File: config.mk
export PLATFORM = sky130hd
export DESIGN_NAME = quadratic_probe_hash_table_unit
export DESIGN_NICKNAME = d
export VERILOG_FILES = /design/src/hdl/qpht_pkg.sv /design/src/hdl/qpht_ram.sv /design/src/hdl/quadratic_probe_hash_table_unit.sv
export SDC_FILE = /design/constraint.sdc
export NUM_CORES = 2
export LEC_CHECK = 0
export ABC_AREA = 0
export ABC_CLOCK_PERIOD_IN_PS = 14300
export BUFFER_PORTS_ARGS = -buffer_cell sky130_fd_sc_hd__buf_2
export CAP_MARGIN = 20
export CORE_ASPECT_RATIO = 1.1
export CORE_MARGIN = 3
export CORE_UTILIZATION = 60
export CTS_BUF_LIST = sky130_fd_sc_hd__clkbuf_16
export DETAILED_ROUTE_END_ITERATION = 8
export PLACE_DENSITY = 0.76
export SKIP_LAST_GASP = 1
export SLEW_MARGIN = 10
export SYNTH_ARGS = -nofsm -noshare
export SYNTH_HDL_FRONTEND = slang
export SYNTH_SLANG_ARGS = --single-unit
File: constraint.sdc
create_clock -name clk -period 14.3 [get_ports clk]
set_input_delay 0.715 -clock clk [delete_from_list [all_inputs] [get_ports clk]]
set_output_delay 0.715 -clock clk [all_outputs]
set_load 0.02 [all_outputs]
File: src/hdl/qpht_pkg.sv
// Shared types and constants for the quadratic-probing hash table unit.
// Depends on nothing; used by quadratic_probe_hash_table_unit and its testbench.
`default_nettype none

package qpht_pkg;

  // Field widths.
  localparam int CFG_W    = 7;
  localparam int KEY_W    = 31;
  localparam int SLOT_W   = 6;
  localparam int STATUS_W = 2;

  // Default table depth and the reset value of the size register.
  localparam int             DEPTH_DEF  = 64;
  localparam logic [CFG_W-1:0] SIZE_RESET = 7'd64;

  // Command codes.
  localparam logic CMD_INSERT = 1'b0;
  localparam logic CMD_SEARCH = 1'b1;

  // Result status codes.
  typedef enum logic [STATUS_W-1:0] {
    ST_INSERTED = 2'd0,
    ST_FULL     = 2'd1,
    ST_FOUND    = 2'd2,
    ST_MISSING  = 2'd3
  } status_t;

  // One input beat.
  typedef struct packed {
    logic             command;
    logic [KEY_W-1:0] key;
  } in_item_t;

  // One result beat.
  typedef struct packed {
    status_t           status;
    logic [SLOT_W-1:0] slot;
  } out_item_t;

endpackage

`default_nettype wire

File: src/hdl/qpht_ram.sv
// Generic single-write, single-read RAM with registered read data.
// Depends on nothing.
`default_nettype none

module qpht_ram #(
  parameter int WIDTH = 31,
  parameter int DEPTH = 64
) (
  input  wire logic                     clk,
  input  wire logic                     wr_en,
  input  wire logic [$clog2(DEPTH)-1:0] wr_addr,
  input  wire logic [WIDTH-1:0]         wr_data,
  input  wire logic                     rd_en,
  input  wire logic [$clog2(DEPTH)-1:0] rd_addr,
  output      logic [WIDTH-1:0]         rd_data
);

  logic [WIDTH-1:0] mem [DEPTH];

  // Write port and registered read port.
  always_ff @(posedge clk) begin
    if (wr_en) begin
      mem[wr_addr] <= wr_data;
    end
    if (rd_en) begin
      rd_data <= mem[rd_addr];
    end
  end

endmodule

`default_nettype wire

File: src/hdl/quadratic_probe_hash_table_unit.sv
// Quadratic-probing hash table: sequencer, shared reduce unit and key RAM.
// Depends on qpht_pkg and qpht_ram.
//
//  channel | direction | handshake        | beat
//  in_     | in        | in_valid/in_stall | qpht_pkg::in_item_t (command, key)
//  out_    | out       | out_valid/out_stall | qpht_pkg::out_item_t (status, slot)
//  cfg_    | in        | cfg_valid/cfg_ready | table_size, 7 bits
//
// An item first reduces the key to its home slot (one remainder bit a cycle),
// then takes one probe after another (RAM read, then compare), then hands over
// the result; an item takes from 1 up to the size in use probes.
// The shared compare-and-subtract unit and the one RAM read port keep these steps in sequence.
// Reset clears the occupancy flags at once; there is no clearing pass.
// A stalled result waits in the output register; the next item may be taken
// meanwhile and holds in its last state until the output register is free.
`default_nettype none

module quadratic_probe_hash_table_unit #(
  parameter int DEPTH = qpht_pkg::DEPTH_DEF
) (
  input  wire logic                          clk,
  input  wire logic                          rst_n,
  input  wire logic                          in_valid,
  output      logic                          in_stall,
  input  wire qpht_pkg::in_item_t            in_data,
  output      logic                          out_valid,
  input  wire logic                          out_stall,
  output      qpht_pkg::out_item_t           out_data,
  input  wire logic                          cfg_valid,
  output      logic                          cfg_ready,
  input  wire logic [qpht_pkg::CFG_W-1:0]    cfg_data
);

  // Largest size in use, slot index width, RAM address width, unit width, key bit index width.
  localparam int SMAX = (DEPTH < 127) ? DEPTH : 127;
  localparam int PW   = $clog2(SMAX);
  localparam int AW   = $clog2(DEPTH);
  localparam int UW   = qpht_pkg::CFG_W + 1;
  localparam int BW   = $clog2(qpht_pkg::KEY_W);
  localparam logic [qpht_pkg::CFG_W-1:0] SMAX_V = qpht_pkg::CFG_W'(SMAX);

  typedef enum logic [2:0] {
    S_IDLE,
    S_DIV,
    S_READ,
    S_CHECK,
    S_PUSH
  } state_t;

  state_t                         state_r, state_nxt;
  logic [qpht_pkg::CFG_W-1:0]     size_r, size_nxt;
  logic                           cmd_r, cmd_nxt;
  logic [qpht_pkg::KEY_W-1:0]     key_r, key_nxt;
  logic [PW-1:0]                  p_r, p_nxt;
  logic [PW-1:0]                  d_r, d_nxt;
  logic [qpht_pkg::CFG_W-1:0]     cnt_r, cnt_nxt;
  logic [BW-1:0]                  bit_r, bit_nxt;
  logic [SMAX-1:0]                used_r, used_nxt;
  qpht_pkg::out_item_t            res_r, res_nxt;
  qpht_pkg::out_item_t            out_r, out_nxt;
  logic                           out_valid_r, out_valid_nxt;

  logic [qpht_pkg::CFG_W-1:0]     size;
  logic [UW-1:0]                  unit_a;
  logic [UW-1:0]                  unit_y;
  logic [PW-1:0]                  unit_res;
  logic                           wr_en;
  logic                           rd_en;
  logic [qpht_pkg::KEY_W-1:0]     rd_key;
  logic                           slot_used;
  logic                           last_probe;
  logic                           out_free;

  // Size in use: zero counts as one, anything above the table depth as the depth.
  always_comb begin
    if (size_r == '0) begin
      size = qpht_pkg::CFG_W'(1);
    end else if (size_r > SMAX_V) begin
      size = SMAX_V;
    end else begin
      size = size_r;
    end
  end

  // Shared reduce unit: one compare and subtract of the size, operand chosen by state.
  // Every operand stays below twice the size (but the unused step update at size one), so one subtraction is enough.
  always_comb begin
    case (state_r)
      S_DIV:   unit_a = UW'({p_r, key_r[bit_r]});
      S_READ:  unit_a = UW'(d_r) + UW'(2);
      S_CHECK: unit_a = UW'(p_r) + UW'(d_r);
      default: unit_a = '0;
    endcase
    unit_y   = (unit_a >= UW'(size)) ? (unit_a - UW'(size)) : unit_a;
    unit_res = PW'(unit_y);
  end

  // Key store.
  qpht_ram #(
    .WIDTH (qpht_pkg::KEY_W),
    .DEPTH (DEPTH)
  ) u_keys (
    .clk     (clk),
    .wr_en   (wr_en),
    .wr_addr (AW'(p_r)),
    .wr_data (key_r),
    .rd_en   (rd_en),
    .rd_addr (AW'(p_r)),
    .rd_data (rd_key)
  );

  assign slot_used  = used_r[p_r];
  assign last_probe = (cnt_r == (size - qpht_pkg::CFG_W'(1)));
  assign out_free   = !out_valid_r || !out_stall;
  assign rd_en      = (state_r == S_READ);
  assign wr_en      = (state_r == S_CHECK) && (cmd_r == qpht_pkg::CMD_INSERT) && !slot_used;

  assign in_stall  = (state_r != S_IDLE);
  assign cfg_ready = 1'b1;
  assign out_valid = out_valid_r;
  assign out_data  = out_r;

  // Sequencer: reduce the key, then read and check one probe at a time.
  always_comb begin
    state_nxt     = state_r;
    size_nxt      = size_r;
    cmd_nxt       = cmd_r;
    key_nxt       = key_r;
    p_nxt         = p_r;
    d_nxt         = d_r;
    cnt_nxt       = cnt_r;
    bit_nxt       = bit_r;
    used_nxt      = used_r;
    res_nxt       = res_r;
    out_nxt       = out_r;
    out_valid_nxt = out_valid_r;

    // A taken result beat frees the output register.
    if (out_valid_r && !out_stall) begin
      out_valid_nxt = 1'b0;
    end

    if (cfg_valid && cfg_ready) begin
      size_nxt = cfg_data;
    end

    case (state_r)
      S_IDLE: begin
        if (in_valid) begin
          cmd_nxt   = in_data.command;
          key_nxt   = in_data.key;
          p_nxt     = '0;
          bit_nxt   = BW'(qpht_pkg::KEY_W - 1);
          state_nxt = S_DIV;
        end
      end
      S_DIV: begin
        // Restoring remainder, most significant key bit first.
        p_nxt = unit_res;
        if (bit_r == '0) begin
          cnt_nxt   = '0;
          // Step starts at minus one so that the first update gives one.
          d_nxt     = PW'(size - qpht_pkg::CFG_W'(1));
          state_nxt = S_READ;
        end else begin
          bit_nxt = bit_r - BW'(1);
        end
      end
      S_READ: begin
        // Step to the next probe is 2*i+1 modulo the size.
        d_nxt     = unit_res;
        state_nxt = S_CHECK;
      end
      S_CHECK: begin
        state_nxt = S_PUSH;
        if (cmd_r == qpht_pkg::CMD_INSERT) begin
          if (!slot_used) begin
            used_nxt[p_r] = 1'b1;
            res_nxt       = '{status: qpht_pkg::ST_INSERTED, slot: qpht_pkg::SLOT_W'(p_r)};
          end else if (last_probe) begin
            res_nxt = '{status: qpht_pkg::ST_FULL, slot: '0};
          end else begin
            state_nxt = S_READ;
          end
        end else begin
          if (!slot_used) begin
            res_nxt = '{status: qpht_pkg::ST_MISSING, slot: '0};
          end else if (rd_key == key_r) begin
            res_nxt = '{status: qpht_pkg::ST_FOUND, slot: qpht_pkg::SLOT_W'(p_r)};
          end else if (last_probe) begin
            res_nxt = '{status: qpht_pkg::ST_MISSING, slot: '0};
          end else begin
            state_nxt = S_READ;
          end
        end
        if (state_nxt == S_READ) begin
          p_nxt   = unit_res;
          cnt_nxt = cnt_r + qpht_pkg::CFG_W'(1);
        end
      end
      S_PUSH: begin
        if (out_free) begin
          out_nxt       = res_r;
          out_valid_nxt = 1'b1;
          state_nxt     = S_IDLE;
        end
      end
      default: begin
        state_nxt = S_IDLE;
      end
    endcase
  end

  // State, size, occupancy flags, working registers and registered outputs.
  always_ff @(posedge clk) begin
    if (!rst_n) begin
      state_r     <= S_IDLE;
      size_r      <= qpht_pkg::SIZE_RESET;
      used_r      <= '0;
      out_valid_r <= 1'b0;
    end else begin
      state_r     <= state_nxt;
      size_r      <= size_nxt;
      used_r      <= used_nxt;
      out_valid_r <= out_valid_nxt;
    end
    cmd_r <= cmd_nxt;
    key_r <= key_nxt;
    p_r   <= p_nxt;
    d_r   <= d_nxt;
    cnt_r <= cnt_nxt;
    bit_r <= bit_nxt;
    res_r <= res_nxt;
    out_r <= out_nxt;
  end

  // A key is only ever written into an empty slot by an insert.
  a_write_empty: assert property (@(posedge clk) disable iff (!rst_n)
    wr_en |-> (cmd_r == qpht_pkg::CMD_INSERT) && !slot_used)
    else $error("key written over an occupied slot");

  // Probes stay inside the size in use.
  a_probe_range: assert property (@(posedge clk) disable iff (!rst_n)
    (state_r == S_CHECK) |-> (qpht_pkg::CFG_W'(p_r) < size) && (cnt_r < size))
    else $error("probe outside the table in use");

  // A taken result beat is not shown again unless a new result is loaded.
  a_out_drop: assert property (@(posedge clk) disable iff (!rst_n)
    (out_valid_r && !out_stall && (state_r != S_PUSH)) |=> !out_valid_r)
    else $error("result beat repeated");

  // An accepted item starts the key reduction.
  a_start: assert property (@(posedge clk) disable iff (!rst_n)
    (in_valid && !in_stall) |=> (state_r == S_DIV))
    else $error("accepted item did not start");

endmodule

`default_nettype wire

==> metrics.csv <==
metric;value;unit
run_status;complete, no violations;
clock_skew;0.0285;ns
worst_hold_slack;0.0461;ns
number_of_buffers_added_by_the_clock_tree_synthesis_step;195;
final_hold_viol_count;0;
slew_violations;0;
detail_route.wl_per_cell;35.2;um
synth_commonest_cells;edfxtp_1, a22oi_1, a221oi_1;
setup_viol;0;
layout.nets;4554;
synth-compound-area-share;13.4;%
clkTransAtPathRegs;0.07;ns
synth-seq-area-share;80.5;%
synth_top_area_cell;edfxtp_1;
timing.max_cap.violations;0;
cts.htree.levels;4;
cts_buffer_depth;3;
die_width;354;um
post_synth_fa_ha_maj_area_fraction;0.333;%
multi_input_area;14900;um2
post_cts_resized;0;
synth-xor-area-share;0.571;%
max_clock_freq;188;MHz
synth_top_flop_cell;edfxtp_1;
synthMostInstantiatedCell;edfxtp_1;
combinational_family_with_the_most_area_after_synthesis;compound AO/OA/AOI/OAI gates;
syn-instance-count;4372;
vias_per_cell;7.29;
grt_pass1_wl;321000;um
final_layout_size_suffix_gt1_share;12.9;%
yosysWarningCount;0;
cts_hold_buf;0;
first_iter_violations;8522;
synth.mux.area_fraction;0.694;%
synth_fp_nets;4436;
post-cts-setup-buffer-count;0;
cts.sink_count;2162;
tritoncts_clock_tree;built;
synth-edff-count;2087;
data_arrival_at_the_endpoint_of_the_critical_path;5.81;ns
initial_core_util;60.7;%
final_period_util;37.2;%
p_leak;27.4;nW
floorplan.io_pins;55;
synth-seq-cells;2162;
detail_route.first_pass.iterations;8;
critical-path-slowest-cell;or4b_4;
cpMostUsedCell;buf_4;
chipHeight;388;um
track_usage;32.6;%
hpwlAfterDp;125000;um
area_inside_the_core_boundary;131000;um2
clk_latency;0.84;ns
worstPathMaxFanout;82;
worst-setup-path-type;reg -> reg;
routabilityCongestion;0.903;
critical_path.endpoint_type;flop;
grt_antenna_before_repair;13;
layout.filler_cells;7979;
min_path_type;in -> reg;
critical_path_launch_point_type;flop;
path_cells;and3b_4 > buf_12 > a32oi_1 > a21oi_1 > a2111oi_2 > or4b_4 > buf_4 > nor3_4 > buf_4;
period_minus_slack;5.32;ns
synth_area_leaders;edfxtp_1, a22oi_1, a221oi_1, a22o_1, dfxtp_1;
synth_top_area_share;78.6;%
synth_simple_gate_area_share;2.95;%
setup_tns;0;ns
synth_cell_types;69;
layout_stage_area_growth_over_the_synthesis_result;12.1;%
synthArstFlopShare;0;%
slew_headroom;15.0;%
port_buffers;53;
seq_area;64200;um2
synth.cell_area;79700;um2
power.density_cell_area;145;nW/um2
crit_path_max_incr_delay;0.91;ns
cts-root-buf;clkbuf_16;
ant_nets;0;
die_area;137000;um2
grt_max_degree;113;
dr_total_vias;46800;
worst_ep_required_time;14.79;ns
via_count_of_the_first_global_routing_pass;44800;
avg_synthesized_cell_area;18.2;um2
worst-slew-pin-transition;1.26;ns
gr-total-overflow;0;
rsz_0062_raised_after_global_routing;false;
placement_rows;139;
peakVddDrop;0.000145;V
route.detailed.drc;0;
finalWirelength;226000;um
registers in the layout, indices dropped and copies added, names as in the netlist:
name	flops
size_r	7
u_keys.mem	1984
u_keys.rd_data	31
cmd_r	1
res_r	8
cnt_r	7
bit_r	5
out_data	8
p_r	6
key_r	31
d_r	6
out_valid	1
used_r	64
state_r	3
final timing paths:
kind | startpoint | end | slack, ns | cells after the start
hold reg to reg | res_r[7] | out_data[7] | 0.43 | 0
setup reg to reg | p_r[1] | u_keys.mem[32][30] | 8.98 | 9
setup / recovery | p_r[1] | u_keys.mem[32][30] | 8.98 | 9
hold / removal | in_data[18] | key_r[18] | 0.05 | 1
layer usage:
layer | vias up | part of all wire, % | track usage, %
met1 | 23400 | 35 | 45.4
met5 | - | 0.040 | 0
met4 | 16 | 4.4 | 13.9
met2 | 4086 | 46 | 48.4
li1 | 18700 | - | -
met3 | 607 | 15 | 9.79
layout by cell type (no fill, tap or decap), types with 44 or more instances in the layout:
cell,instances
nand3_1,77
buf_2,54
clkbuf_16,199
buf_4,146
o21a_1,72
a31oi_1,163
a221oi_1,197
nand2_1,48
a21oi_1,87
a22oi_1,612
a22o_1,194
dfxtp_1,75
edfxtp_1,2087
inv_1,55
clkinv_1,45
xnor2_1,44
through the flow:
stage	worst slack [ns]	total power [W]	cell area, um2	utilization (%)	std cells
6_report	8.98	0.0129	89300	68.0	6418
5_1_grt	8.76	0.0132	89300	68.0	6416
4_1_cts	8.75	0.0129	89300	68.0	6412
3_5_place_dp	8.76	0.00788	83000	63.2	6053
3_3_place_gp	8.90	0.00787	82900	63.2	6050
2_1_floorplan	9.74	0.00755	79700	-	4372
power breakdown:
part           total (W)  internal, W  leakage, nW  switching (W)
logic           0.000789     0.000207         4.74       0.000581
registers        0.00699      0.00697         19.4      0.0000228
clock network    0.00516      0.00285         3.24        0.00230
total             0.0129       0.0100         27.4        0.00291
worst max-delay path, delay by kind of cell (launching register included):
| kind | cells | cell delay, ns |
|---|---|---|
| DFF | 1 | 0.73 |
| AOI/OAI and AO/OA | 3 | 0.66 |
| buffers and inverters | 3 | 1.24 |
| and+or+nand+nor | 3 | 2.25 |
area by class of cell:
type,instances,area share [%]
clock inverters,161,1.51
repair buffers,217,1.93
inverters,19,0.0798
multi-input cells,1895,16.6
well taps,1762,2.47
diodes,4,0.0112
clock buffers,198,5.55
flip-flops and latches,2162,71.8
cell families (layout without fill, tap and decap cells):
logic type,after synthesis,in the layout
AND/OR/NAND/NOR,376,376
XOR/XNOR,52,52
AO/OA/AOI/OAI,1409,1409
adder cells (fa/ha/maj),20,20
flip-flops,2162,2162
buffers and inverters,315,595
other,1,5
multiplexers,37,37
Note: power is estimated with default switching activity, not from simulation.
